**src/hdl/dda_pkg.sv**
```systemverilog
`timescale 1ns / 1ps
// ============================================================================
// dda_pkg: shared types and constants of the DDA line rasterizer
// Widths, fixed-point format, command and register codes, and the structs
// passed between the front end, the divider and the back end.
// ============================================================================
package dda_pkg;

	localparam int COORD_BITS   = 13;
	localparam int FRAC_BITS    = 16;
	localparam int ACC_BITS     = COORD_BITS + FRAC_BITS;
	localparam int STEP_BITS    = FRAC_BITS + 2;
	localparam int LEN_BITS     = COORD_BITS;
	localparam int REM_BITS     = COORD_BITS + 1;
	localparam int Q_BITS       = FRAC_BITS + 1;
	localparam int CNT_BITS     = $clog2(Q_BITS + 1);
	localparam int CFG_BITS     = 13;
	localparam int INK_BITS     = 8;
	localparam int CFG_IDX_BITS = 2;

	// command queue and result queue depths (powers of two)
	localparam int CQ_DEPTH = 4;
	localparam int CQ_AW    = $clog2(CQ_DEPTH);
	localparam int OQ_DEPTH = 2;
	localparam int OQ_AW    = $clog2(OQ_DEPTH);

	localparam logic [CFG_BITS-1:0] FRAME_HEIGHT_RST = CFG_BITS'(480);
	localparam logic [CFG_BITS-1:0] FRAME_WIDTH_RST  = CFG_BITS'(640);
	localparam logic [INK_BITS-1:0] INK_VALUE_RST    = INK_BITS'(0);

	typedef enum logic {
		CMD_START   = 1'b0,
		CMD_ADVANCE = 1'b1
	} cmd_code_t;

	typedef enum logic [CFG_IDX_BITS-1:0] {
		REG_FRAME_HEIGHT = 2'd0,
		REG_FRAME_WIDTH  = 2'd1,
		REG_INK_VALUE    = 2'd2
	} reg_idx_t;

	typedef logic signed [COORD_BITS-1:0] coord_t;

	// one classified command as queued between front and back
	typedef struct packed {
		cmd_code_t           command;
		coord_t              start_col;
		coord_t              start_row;
		coord_t              end_col;
		coord_t              end_row;
		logic [LEN_BITS-1:0] abs_dc;
		logic [LEN_BITS-1:0] abs_dr;
		logic [LEN_BITS-1:0] len;
		logic                dc_neg;
		logic                dr_neg;
		logic                zero_len;
	} cmd_entry_t;

	typedef struct packed {
		logic                start;
		logic [LEN_BITS-1:0] num_col;
		logic [LEN_BITS-1:0] num_row;
		logic [LEN_BITS-1:0] den;
	} div_req_t;

	typedef struct packed {
		logic              done;
		logic [Q_BITS-1:0] q_col;
		logic [Q_BITS-1:0] q_row;
	} div_rsp_t;

	typedef struct packed {
		coord_t col;
		coord_t row;
		logic   last;
	} pix_t;

endpackage

```
**src/hdl/dda_div.sv**
```systemverilog
`timescale 1ns / 1ps
// ============================================================================
// dda_div: two-lane radix-2 increment divider
// Forms |d| * 2^FRAC_BITS / L for both axes, one quotient bit per cycle,
// sharing one bit counter. Requires |d| <= L, so the quotient fits Q_BITS.
// ============================================================================
module dda_div
	import dda_pkg::*;
(
	input  logic     clk,
	input  logic     arst_n,
	input  div_req_t req,
	output div_rsp_t rsp
);

	logic                run_q;
	logic                done_q;
	logic [CNT_BITS-1:0] cnt_q;
	logic [LEN_BITS-1:0] den_q;
	logic [REM_BITS-1:0] rem_col_q, rem_row_q;
	logic [Q_BITS-1:0]   q_col_q, q_row_q;

	logic                first;
	logic [REM_BITS-1:0] trial_col, trial_row;
	logic                ge_col, ge_row;

	// first step compares |d| itself (integer quotient bit), later ones shift
	assign first     = (cnt_q == CNT_BITS'(Q_BITS));
	assign trial_col = first ? rem_col_q : {rem_col_q[REM_BITS-2:0], 1'b0};
	assign trial_row = first ? rem_row_q : {rem_row_q[REM_BITS-2:0], 1'b0};
	assign ge_col    = (trial_col >= REM_BITS'(den_q));
	assign ge_row    = (trial_row >= REM_BITS'(den_q));

	always_ff @(posedge clk or negedge arst_n) begin
		if (!arst_n) begin
			run_q  <= 1'b0;
			done_q <= 1'b0;
			cnt_q  <= '0;
		end else begin
			done_q <= 1'b0;
			if (req.start) begin
				run_q <= 1'b1;
				cnt_q <= CNT_BITS'(Q_BITS);
			end else if (run_q) begin
				cnt_q <= cnt_q - 1'b1;
				if (cnt_q == CNT_BITS'(1)) begin
					run_q  <= 1'b0;
					done_q <= 1'b1;
				end
			end
		end
	end

	always_ff @(posedge clk) begin
		if (req.start) begin
			den_q     <= req.den;
			rem_col_q <= REM_BITS'(req.num_col);
			rem_row_q <= REM_BITS'(req.num_row);
			q_col_q   <= '0;
			q_row_q   <= '0;
		end else if (run_q) begin
			rem_col_q <= ge_col ? trial_col - REM_BITS'(den_q) : trial_col;
			rem_row_q <= ge_row ? trial_row - REM_BITS'(den_q) : trial_row;
			q_col_q   <= {q_col_q[Q_BITS-2:0], ge_col};
			q_row_q   <= {q_row_q[Q_BITS-2:0], ge_row};
		end
	end

	assign rsp.done  = done_q;
	assign rsp.q_col = q_col_q;
	assign rsp.q_row = q_row_q;

endmodule

```
**src/hdl/dda_front.sv**
```systemverilog
`timescale 1ns / 1ps
// ============================================================================
// dda_front: command intake and classification
// Computes deltas, magnitudes and the major-axis length of each beat and
// queues the classified command for the back end.
// ============================================================================
module dda_front
	import dda_pkg::*;
(
	input  logic       clk,
	input  logic       arst_n,
	input  logic       push,
	output logic       full,
	input  logic       command,
	input  coord_t     start_col,
	input  coord_t     start_row,
	input  coord_t     end_col,
	input  coord_t     end_row,
	output logic       cmd_valid,
	input  logic       cmd_pop,
	output cmd_entry_t cmd_head
);

	cmd_entry_t             cq_q [CQ_DEPTH];
	logic [CQ_AW-1:0]       wr_q, rd_q;
	logic [CQ_AW:0]         cnt_q;

	logic signed [COORD_BITS:0] dc, dr;
	logic [LEN_BITS-1:0]        abs_dc, abs_dr, len;
	cmd_entry_t                 entry;
	logic                       do_push, do_pop;

	always_comb begin
		dc     = (COORD_BITS+1)'(end_col) - (COORD_BITS+1)'(start_col);
		dr     = (COORD_BITS+1)'(end_row) - (COORD_BITS+1)'(start_row);
		abs_dc = dc[COORD_BITS] ? LEN_BITS'(-dc) : LEN_BITS'(dc);
		abs_dr = dr[COORD_BITS] ? LEN_BITS'(-dr) : LEN_BITS'(dr);
		len    = (abs_dc > abs_dr) ? abs_dc : abs_dr;

		entry.command   = cmd_code_t'(command);
		entry.start_col = start_col;
		entry.start_row = start_row;
		entry.end_col   = end_col;
		entry.end_row   = end_row;
		entry.abs_dc    = abs_dc;
		entry.abs_dr    = abs_dr;
		entry.len       = len;
		entry.dc_neg    = dc[COORD_BITS];
		entry.dr_neg    = dr[COORD_BITS];
		entry.zero_len  = (len == '0);
	end

	assign full      = (cnt_q == (CQ_AW+1)'(CQ_DEPTH));
	assign cmd_valid = (cnt_q != '0);
	assign do_push   = push && !full;
	assign do_pop    = cmd_pop && cmd_valid;
	assign cmd_head  = cq_q[rd_q];

	always_ff @(posedge clk or negedge arst_n) begin
		if (!arst_n) begin
			wr_q  <= '0;
			rd_q  <= '0;
			cnt_q <= '0;
		end else begin
			if (do_push) wr_q <= wr_q + 1'b1;
			if (do_pop)  rd_q <= rd_q + 1'b1;
			if (do_push && !do_pop)
				cnt_q <= cnt_q + 1'b1;
			else if (do_pop && !do_push)
				cnt_q <= cnt_q - 1'b1;
		end
	end

	always_ff @(posedge clk) begin
		if (do_push) cq_q[wr_q] <= entry;
	end

endmodule

```
**src/hdl/dda_back.sv**
```systemverilog
`timescale 1ns / 1ps
// ============================================================================
// dda_back: segment sequencer and pixel stepper
// Runs start and advance commands: loads the accumulators, launches the
// divider, adds one increment per advance and queues the pixels.
// ============================================================================
module dda_back
	import dda_pkg::*;
(
	input  logic       clk,
	input  logic       arst_n,
	input  logic       cmd_valid,
	input  cmd_entry_t cmd_head,
	output logic       cmd_pop,
	output div_req_t   div_req,
	input  div_rsp_t   div_rsp,
	output logic       out_empty,
	input  logic       out_pop,
	output pix_t       out_head
);

	typedef enum logic [1:0] {
		ST_RUN = 2'b01,
		ST_DIV = 2'b10
	} state_t;

	state_t                      state_q;
	logic                        busy_q;
	logic signed [ACC_BITS-1:0]  acc_col_q, acc_row_q;   // biased by one half
	logic signed [STEP_BITS-1:0] step_col_q, step_row_q;
	coord_t                      tgt_col_q, tgt_row_q;
	logic [LEN_BITS-1:0]         steps_left_q;
	logic                        dc_neg_q, dr_neg_q;

	pix_t             oq_q [OQ_DEPTH];
	logic [OQ_AW-1:0] oq_wr_q, oq_rd_q;
	logic [OQ_AW:0]   oq_cnt_q;

	logic signed [ACC_BITS-1:0] sum_col, sum_row;
	logic                       emit_v;
	pix_t                       emit_pix;
	logic                       oq_pop;
	logic                       adv_last;

	// truncate toward zero of an already half-biased accumulator
	function automatic coord_t round_pix(input logic signed [ACC_BITS-1:0] b);
		logic adj;
		adj = b[ACC_BITS-1] && (b[FRAC_BITS-1:0] != '0);
		return coord_t'(b[ACC_BITS-1:FRAC_BITS] + COORD_BITS'(adj));
	endfunction

	assign sum_col  = acc_col_q + ACC_BITS'(step_col_q);
	assign sum_row  = acc_row_q + ACC_BITS'(step_row_q);
	assign adv_last = (steps_left_q == LEN_BITS'(1));

	assign cmd_pop = cmd_valid && (state_q == ST_RUN) &&
	                 (oq_cnt_q != (OQ_AW+1)'(OQ_DEPTH));

	always_comb begin
		emit_v   = 1'b0;
		emit_pix = '0;
		if (cmd_pop) begin
			case (cmd_head.command)
				CMD_START: begin
					emit_v        = 1'b1;
					emit_pix.col  = cmd_head.start_col;
					emit_pix.row  = cmd_head.start_row;
					emit_pix.last = cmd_head.zero_len;
				end
				CMD_ADVANCE: begin
					if (busy_q) begin
						emit_v = 1'b1;
						if (adv_last) begin
							emit_pix.col  = tgt_col_q;
							emit_pix.row  = tgt_row_q;
							emit_pix.last = 1'b1;
						end else begin
							emit_pix.col  = round_pix(sum_col);
							emit_pix.row  = round_pix(sum_row);
							emit_pix.last = 1'b0;
						end
					end
				end
				default: ;
			endcase
		end
	end

	always_comb begin
		div_req.start   = cmd_pop && (cmd_head.command == CMD_START) && !cmd_head.zero_len;
		div_req.num_col = cmd_head.abs_dc;
		div_req.num_row = cmd_head.abs_dr;
		div_req.den     = cmd_head.len;
	end

	always_ff @(posedge clk or negedge arst_n) begin
		if (!arst_n) begin
			state_q      <= ST_RUN;
			busy_q       <= 1'b0;
			acc_col_q    <= '0;
			acc_row_q    <= '0;
			step_col_q   <= '0;
			step_row_q   <= '0;
			tgt_col_q    <= '0;
			tgt_row_q    <= '0;
			steps_left_q <= '0;
			dc_neg_q     <= 1'b0;
			dr_neg_q     <= 1'b0;
		end else begin
			unique case (state_q)
				ST_RUN: begin
					if (cmd_pop && cmd_head.command == CMD_START) begin
						tgt_col_q    <= cmd_head.end_col;
						tgt_row_q    <= cmd_head.end_row;
						acc_col_q    <= $signed({cmd_head.start_col, 1'b1,
						                         (FRAC_BITS-1)'(0)});
						acc_row_q    <= $signed({cmd_head.start_row, 1'b1,
						                         (FRAC_BITS-1)'(0)});
						steps_left_q <= cmd_head.len;
						dc_neg_q     <= cmd_head.dc_neg;
						dr_neg_q     <= cmd_head.dr_neg;
						busy_q       <= !cmd_head.zero_len;
						if (!cmd_head.zero_len) state_q <= ST_DIV;
					end else if (cmd_pop && busy_q) begin
						steps_left_q <= steps_left_q - 1'b1;
						if (adv_last) begin
							busy_q <= 1'b0;
						end else begin
							acc_col_q <= sum_col;
							acc_row_q <= sum_row;
						end
					end
				end
				ST_DIV: begin
					if (div_rsp.done) begin
						step_col_q <= dc_neg_q ? -STEP_BITS'(div_rsp.q_col)
						                       : STEP_BITS'(div_rsp.q_col);
						step_row_q <= dr_neg_q ? -STEP_BITS'(div_rsp.q_row)
						                       : STEP_BITS'(div_rsp.q_row);
						state_q    <= ST_RUN;
					end
				end
				default: state_q <= ST_RUN;
			endcase
		end
	end

	// result queue
	assign out_empty = (oq_cnt_q == '0);
	assign oq_pop    = out_pop && !out_empty;
	assign out_head  = oq_q[oq_rd_q];

	always_ff @(posedge clk or negedge arst_n) begin
		if (!arst_n) begin
			oq_wr_q  <= '0;
			oq_rd_q  <= '0;
			oq_cnt_q <= '0;
		end else begin
			if (emit_v) oq_wr_q <= oq_wr_q + 1'b1;
			if (oq_pop) oq_rd_q <= oq_rd_q + 1'b1;
			if (emit_v && !oq_pop)
				oq_cnt_q <= oq_cnt_q + 1'b1;
			else if (oq_pop && !emit_v)
				oq_cnt_q <= oq_cnt_q - 1'b1;
		end
	end

	always_ff @(posedge clk) begin
		if (emit_v) oq_q[oq_wr_q] <= emit_pix;
	end

endmodule

```
**src/hdl/dda_line_rasterizer.sv**
```systemverilog
`timescale 1ns / 1ps
// ============================================================================
// dda_line_rasterizer: DDA line rasterizer, top level
// Config registers, in-frame test and the front / divider / back assembly.
// ============================================================================
// Usage:
//  - Command beats are taken on an edge with push high and full low; a start
//    carries both endpoints, an advance asks for the next pixel.
//  - The oldest pixel sits on pixel_col / pixel_row / inside_res /
//    pixel_value / last while empty is low and leaves on an edge with pop high.
//  - A start pixel passes the command queue and the result queue before it
//    shows. A nonzero-length start then runs the divider, one quotient bit
//    per cycle, before the first advance is served. A zero-length segment
//    returns its start pixel marked last and needs no division.
//  - Advances are served one per cycle unless stalled; after L of them the exact
//    endpoint comes out with last set. Advances with no live segment yield nothing.
//  - A 4-deep command queue and a 2-deep result queue let intake and stepping
//    stall on their own while the divider runs or the receiver holds off.
//  - Config writes are registered, no read-back. Reset empties both queues,
//    drops any segment and restores a 640 x 480 frame with ink 0.
// ============================================================================
module dda_line_rasterizer
	import dda_pkg::*;
(
	input  logic                    clk,
	input  logic                    arst_n,
	// command side
	input  logic                    push,
	output logic                    full,
	input  logic                    command,
	input  coord_t                  start_col,
	input  coord_t                  start_row,
	input  coord_t                  end_col,
	input  coord_t                  end_row,
	// pixel side
	output logic                    empty,
	input  logic                    pop,
	output coord_t                  pixel_col,
	output coord_t                  pixel_row,
	output logic                    inside_res,
	output logic [INK_BITS-1:0]     pixel_value,
	output logic                    last,
	// config write port
	input  logic                    cfg_we,
	input  logic [CFG_IDX_BITS-1:0] cfg_index,
	input  logic [CFG_BITS-1:0]     cfg_data
);

	logic [CFG_BITS-1:0] frame_height_q;
	logic [CFG_BITS-1:0] frame_width_q;
	logic [INK_BITS-1:0] ink_value_q;

	logic       cmd_valid;
	logic       cmd_pop;
	cmd_entry_t cmd_head;
	div_req_t   div_req;
	div_rsp_t   div_rsp;
	pix_t       out_head;

	// config registers; unknown indexes are dropped
	always_ff @(posedge clk or negedge arst_n) begin
		if (!arst_n) begin
			frame_height_q <= FRAME_HEIGHT_RST;
			frame_width_q  <= FRAME_WIDTH_RST;
			ink_value_q    <= INK_VALUE_RST;
		end else if (cfg_we) begin
			unique case (cfg_index)
				REG_FRAME_HEIGHT: frame_height_q <= cfg_data;
				REG_FRAME_WIDTH:  frame_width_q  <= cfg_data;
				REG_INK_VALUE:    ink_value_q    <= cfg_data[INK_BITS-1:0];
				default: ;
			endcase
		end
	end

	dda_front u_front (
		.clk       (clk),
		.arst_n    (arst_n),
		.push      (push),
		.full      (full),
		.command   (command),
		.start_col (start_col),
		.start_row (start_row),
		.end_col   (end_col),
		.end_row   (end_row),
		.cmd_valid (cmd_valid),
		.cmd_pop   (cmd_pop),
		.cmd_head  (cmd_head)
	);

	dda_div u_div (
		.clk    (clk),
		.arst_n (arst_n),
		.req    (div_req),
		.rsp    (div_rsp)
	);

	dda_back u_back (
		.clk       (clk),
		.arst_n    (arst_n),
		.cmd_valid (cmd_valid),
		.cmd_head  (cmd_head),
		.cmd_pop   (cmd_pop),
		.div_req   (div_req),
		.div_rsp   (div_rsp),
		.out_empty (empty),
		.out_pop   (pop),
		.out_head  (out_head)
	);

	assign pixel_col   = out_head.col;
	assign pixel_row   = out_head.row;
	assign last        = out_head.last;
	assign pixel_value = ink_value_q;

	// in frame: both coordinates nonnegative and below the frame size
	assign inside_res = !out_head.row[COORD_BITS-1] && !out_head.col[COORD_BITS-1] &&
	                    (CFG_BITS'($unsigned(out_head.row)) < frame_height_q) &&
	                    (CFG_BITS'($unsigned(out_head.col)) < frame_width_q);

endmodule

```
**config.mk**
```make
export PLATFORM = sky130hd
export DESIGN_NAME = dda_line_rasterizer
export DESIGN_NICKNAME = d
export VERILOG_FILES = /design/src/hdl/dda_pkg.sv /design/src/hdl/dda_div.sv /design/src/hdl/dda_front.sv /design/src/hdl/dda_back.sv /design/src/hdl/dda_line_rasterizer.sv
export SDC_FILE = /design/constraint.sdc
export NUM_CORES = 1
export LEC_CHECK = 0
export ABC_AREA = 1
export ABC_CLOCK_PERIOD_IN_PS = 6800
export BUFFER_PORTS_ARGS = -buffer_cell sky130_fd_sc_hd__buf_2
export CAP_MARGIN = 15
export CORE_ASPECT_RATIO = 1.4
export CORE_MARGIN = 4
export CORE_UTILIZATION = 50
export CTS_BUF_LIST = sky130_fd_sc_hd__clkbuf_4 sky130_fd_sc_hd__clkbuf_8 sky130_fd_sc_hd__clkbuf_16
export CTS_CLUSTER_SIZE = 8
export DETAILED_ROUTE_END_ITERATION = 10
export PLACE_DENSITY = 0.67
export SLEW_MARGIN = 20
export SYNTH_ARGS = -nofsm -noshare
export SYNTH_HDL_FRONTEND = slang
export SYNTH_SLANG_ARGS = --single-unit
```
**constraint.sdc**
```tcl
create_clock -name clk -period 6.8 [get_ports clk]
set_input_delay 0.34 -clock clk [delete_from_list [all_inputs] [get_ports clk]]
set_output_delay 0.34 -clock clk [all_outputs]
set_load 0.005 [all_outputs]
```
* Word-level counts from Yosys, hierarchy flattened *
Memories as Yosys holds them, arrays and structs flattened.
Index checks and enable logic that the tools add are counted.

operators by class
  add/sub/neg operators = 22
  magnitude comparators = 5
  eq/ne operators = 13
  muxes and demuxes = 51
  bitwise operators = 1
  reduce and logical (&&, ||, !) cells = 46

operators by type and width
  cell                                                                  number
  29-bit 2-to-1 mux                                                     6
  13-bit 2-to-1 mux                                                     9
  27-bit 2-to-1 mux                                                     3
  29-bit by 18-bit adder with 29-bit output                             2
  14-bit 2-to-1 mux                                                     4
  27-bit case mux with 2 select lines                                   1
  18-bit 2-to-1 mux                                                     2
  17-bit negator with 18-bit output                                     2
  16-bit nonzero test                                                   2
  14-bit by 13-bit >= comparator with 1-bit output                      2
  13-bit by 13-bit subtractor with 14-bit output                        2
  14-bit by 13-bit subtractor with 14-bit output                        2
  13-bit by 1-bit adder with 13-bit output                              2
  13-bit < comparator                                                   2
  13-bit negator                                                        2
  1-bit logical AND                                                     17
  1-bit 2-to-1 mux                                                      15
  13-bit by 1-bit == test with 1-bit output, second input constant      1
  13-bit > comparator                                                   1
  13-bit logical NOT                                                    1
  13-bit by 1-bit subtractor with 13-bit output, second input constant  1
  2-bit AND reduction                                                   6
  2-bit 2-to-1 mux                                                      5
  5-bit 2-to-1 mux                                                      2
  21 further kinds                                                      46

word-level totals
  flip-flop bits (word level) = 265
  RAM bits = 434
  word-level logic and storage cells = 170
  memories = 2

memories
  memory        depth  bits a word  read ports  clocked after Yosys merged registers in  write ports  line             RTL
  u_front.cq_q  4      95           1           0                                        1            dda_front.sv:24  cmd_entry_t cq_q [CQ_DEPTH];
  u_back.oq_q   2      27           1           0                                        1            dda_back.sv:35   pix_t oq_q [OQ_DEPTH];

* Logic depth before layout (Yosys ltp) *
  depth after elaboration = 8
  depth in mapped cells = 33
  depth with buffers taken out = 31

* Cells and area by module *
A second synthesis with hierarchy kept.

unflattened totals
  cells, all modules = 4596
  area total of the unflattened synthesis = 39240.1 µm²

modules (own cells, without submodules)
  module               times used  cells an instance  area an instance (µm²)
  dda_front            1           1582               17389.2
  dda_back             1           2031               14345.0
  dda_div              1           738                5416.4
  dda_line_rasterizer  1           245                2089.5

* Worst setup path before layout *
OpenSTA, ideal clock, no wires.

  kind = register to register
  start point = register u_front.cnt_q[0]
  end point = memory u_front.cq_q[0][0] (netlist name), enable pin
  setup time = 550 ps
  arrival = 4651 ps
  slack = 1599 ps
  cell stages (with the launch flop) = 4
  path buffers = 0
  clock period less this slack = 5201 ps
  cells stage by stage = dfrtp_1 -> or2_1 -> o21ai_1 -> nor2_1

between the ends
  longest elaborated chain between the ends = 5

ends and longest elaborated chain
  what                                    line             RTL
  start: declaration                      dda_front.sv:26  logic [CQ_AW:0] cnt_q;
  start signal: assignment                dda_front.sv:68  cnt_q <= cnt_q + 1'b1;
  start signal: assignment                dda_front.sv:70  cnt_q <= cnt_q - 1'b1;
  3-bit == test                           dda_front.sv:53  assign full = (cnt_q == (CQ_AW+1)'(CQ_DEPTH));
  1-bit logical NOT                       dda_front.sv:55  assign do_push = push && !full;
  1-bit logical AND                       dda_front.sv:55
  1-bit 2-to-1 mux                        dda_front.sv:75  if (do_push) cq_q[wr_q] <= entry;
  1-bit 2-to-1 mux (not written as such)  dda_front.sv:75
  end: declaration                        dda_front.sv:24

Every way passes these cells.

==> run metrics <==
Yosys warnings 0; final setup violation count 0; Core Region around 73000 um2; Critical Path AT about 5.3 ns; RSZ-0062 raised after global routing no; H-Tree Depth 3; vias in the first global route about 29000; final instance area ~42000 um2; Placed Instance Area just under 40000 um2; status finished, final reports clean; sequential area share after synthesis a little over half; clk slew on worst S/H paths around 0.05 ns; P_int 0.0119 W; DP HPWL between 70000 and 80000 um; Area Overhead vs Synth 14.1%; global-route wire length before repair 162000 um; Buffers on Ports 110; NetSw roughly 0.0085 W; Syn Nets between 4000 and 5000; WHS about 0.026 ns; share of layout cells above drive strength 1 9.91%; Post-CTS Setup Bufs 0; largest net degree at the start of global routing 129; Starting Density roughly 51%; # nets final 4574; # rows 117; RD Place Congestion 0.970; TritonCTS Buffers 97; Fillers roughly 6500; Final Hold Violating Endpoints 0; Yosys cell types between 60 and 70; CP Max Fanout 20; Clock Path Buffers 3; Worst slew margin between 20% and 30%; Sw Ratio between 40% and 50%; Post-route DRC 0; Post-DRT Antenna Nets 0; Slew Viols, Final 0; Synth top area share a little under two fifths; DR vias/cell roughly 5.5; routed via count about 29000; fin crit period between 4 and 5 ns; final period utilization 71.8%; Post-synth EDFFs 473; predominant post-synthesis flop cell edfxtp_1; Peak VDD IR between 300 and 400 uV; Root Buffer Master clkbuf_16; Routed WL 104000 um; gr ovfl total 0; fin util between 50% and 60%; router iterations before antenna repair 6; worst slew pin tran about 1.1 ns; Reg power frac between 30% and 40%; clk_lat worst skew roughly 0.66 ns; synthesized area 37100 um2; Yosys top cell by area edfxtp_1; all-layer global routing usage about a quarter; max-cap viol count 0; Die X-Extent roughly 240 um; die area between 70000 and 80000 um2; synth cell count leaders nand2_1, edfxtp_1, nor2_1; P_leak approximately 19 nW; initial antenna violation count 3; clock tree from TritonCTS yes; Crit Path Class primary input to register; I/O pins about 110; CTS sink cnt between 600 and 700; CP Capture Type register; top-count cell post-synth nand2_1; Post-Syn Instances 4163; Cell Pwr Density slightly below 500 nW/um2; final clock skew between 0.03 and 0.04 ns; synthesized flop and latch total approximately 700; startpoint types primary input; HP Class primary input to register; Avg WL per Cell between 15 and 20 um; top cells by area, synth edfxtp_1, dfrtp_1, nand2_1; Sum Neg Setup Slack 0 ns; DR iter-0 viols around 2000; clock share of power about a quarter; Die Span Y between 300 and 400 um; Synth async-reset ratio between 20% and 30%; Max Fclk 205 MHz; CP required between 7 and 8 ns; Comb power frac between 40% and 50%; average size of a mapped cell 8.91 um2
==> cell usage in the layout (no fill, tap or decap), types with 36 or more instances in the layout <==
cell | synthesis | routed
xor2_1 | 54 | 54
buf_2 | 31 | 109
dfxtp_1 | 36 | 36
o21ai_0 | 400 | 400
o22ai_1 | 73 | 73
edfxtp_1 | 473 | 473
nand2_1 | 968 | 968
a21oi_1 | 138 | 138
nand3_1 | 190 | 190
clkbuf_4 | 0 | 76
nand4_1 | 43 | 43
ha_1 | 163 | 163
inv_1 | 456 | 455
xnor2_1 | 45 | 45
o211ai_1 | 38 | 38
nor2_1 | 457 | 450
a31oi_1 | 44 | 44
dfrtp_1 | 183 | 181
clkbuf_16 | 0 | 98
dlygate4sd3_1 | 0 | 65
==> registers in the layout (all words and copies together) (netlist names), 5 cells and up <==
name	cells
u_front.cq_q	380
u_div.q_row_q	17
u_div.rem_col_q	14
u_back.tgt_col_q	13
u_back.acc_row_q	29
pixel_value	8
u_back.step_col_q	18
u_div.cnt_q	5
u_back.acc_col_q	29
u_back.tgt_row_q	13
u_div.q_col_q	17
u_div.rem_row_q	14
frame_height_q	13
u_div.den_q	13
u_back.step_row_q	18
u_back.steps_left_q	13
u_back.oq_q	54
frame_width_q	13
==> critical path, cell delays in order <==
cell	delay, ns
dlygate4sd3_1	0.61
buf_2	0.18
inv_1	0.11
ha_1	0.47
nand2_1	0.11
nor2_2	0.15
nand2_2	0.07
nand3_2	0.09
nand3b_1	0.13
nand3_2	0.11
nand2_4	0.14
o21ai_0	0.55
inv_1	0.10
ha_1	0.30
nand2_1	0.06
o31ai_1	0.30
nand2_1	0.08
nand2_1	0.11
nand2_1	0.27
inv_1	0.40
nand3_1	0.13
nand2_1	0.10
nand2_1	0.06
nor2_1	0.08
nand3_1	0.08
nor2_1	0.21
==> cells by family after synthesis <==
group                    synth area share [%]
AO/OA/AOI/OAI                            11.9
adder cells (fa/ha/maj)                  5.88
XOR/XNOR                                 2.34
AND/OR/NAND/NOR                          20.1
flip-flops                               53.1
multiplexers                            0.246
buffers and inverters                    6.44
==> power by group through the flow <==
stage                     sequential, W  clock (W)  combinational [W]
final                           0.00688    0.00481            0.00878
after global routing            0.00699    0.00509            0.00980
after CTS                       0.00687    0.00490            0.00881
after detailed placement        0.00693          0            0.00872
after global placement          0.00691          0            0.00858
after floorplan                 0.00670          0            0.00613
==> metal layers <==
| metal | global-route usage, % | wire length (um) | up-vias | part of all wire [%] |
|---|---|---|---|---|
| met5 | 0 | 0 | - | 0 |
| met4 | 13.4 | 5410 | 0 | 5.2 |
| met3 | 3.05 | 4640 | 224 | 4.4 |
| met2 | 47.5 | 53100 | 773 | 51 |
| met1 | 31.0 | 41300 | 14000 | 40 |
| li1 | - | - | 14400 | - |
==> what timing repair did <==
item | CTS | global route
hold buffers | 65 | 0
resized for setup | 0 | 0
hold endpoints to repair | 289 | 0
==> final cells by class <==
class	instances	area, um2	share of cell area (%)
Clock inverter	4	82.6	0.195
Antenna cell	2	5.00	0.0118
Sequential cell	699	19700	46.5
Clock buffer	175	3040	7.17
Inverter	475	1790	4.22
Multi-Input combinational cell	2852	15100	35.6
Timing Repair Buffer	206	1470	3.47
Tap cell	952	1190	2.81
==> worst paths after layout <==
path                                            start                         endpoint  slack, ns  cells after the start
max reg2reg                u_div.cnt_q[1]$_DFFE_PN0P_     u_div.rem_row_q[0]$_DFFE_PP_       2.41                     19
max in group asynchronous                      arst_n  u_back.tgt_row_q[9]$_DFFE_PN0P_       5.29                      3
min in group asynchronous                      arst_n       pixel_value[4]$_DFFE_PN0P_       0.22                      2
max                                      start_row[2]     u_front.cq_q[1][0]$_DFFE_PP_       1.92                     26
min                                        end_row[5]    u_front.cq_q[3][47]$_DFFE_PP_       0.03                      1
min reg2reg                pixel_value[0]$_DFFE_PN0P_       pixel_value[0]$_DFFE_PN0P_       0.48                      2
==> stage by stage <==
stage / setup slack, ns / instances / total power [W]
global route: 1.31 / 5365 / 0.0219
finish: 1.92 / 5365 / 0.0205
global placement: 2.08 / 5119 / 0.0155
detailed placement: 1.96 / 5119 / 0.0157
floorplan: 1.60 / 4163 / 0.0128
CTS: 1.97 / 5363 / 0.0206
(Power assumes the default switching activity.)
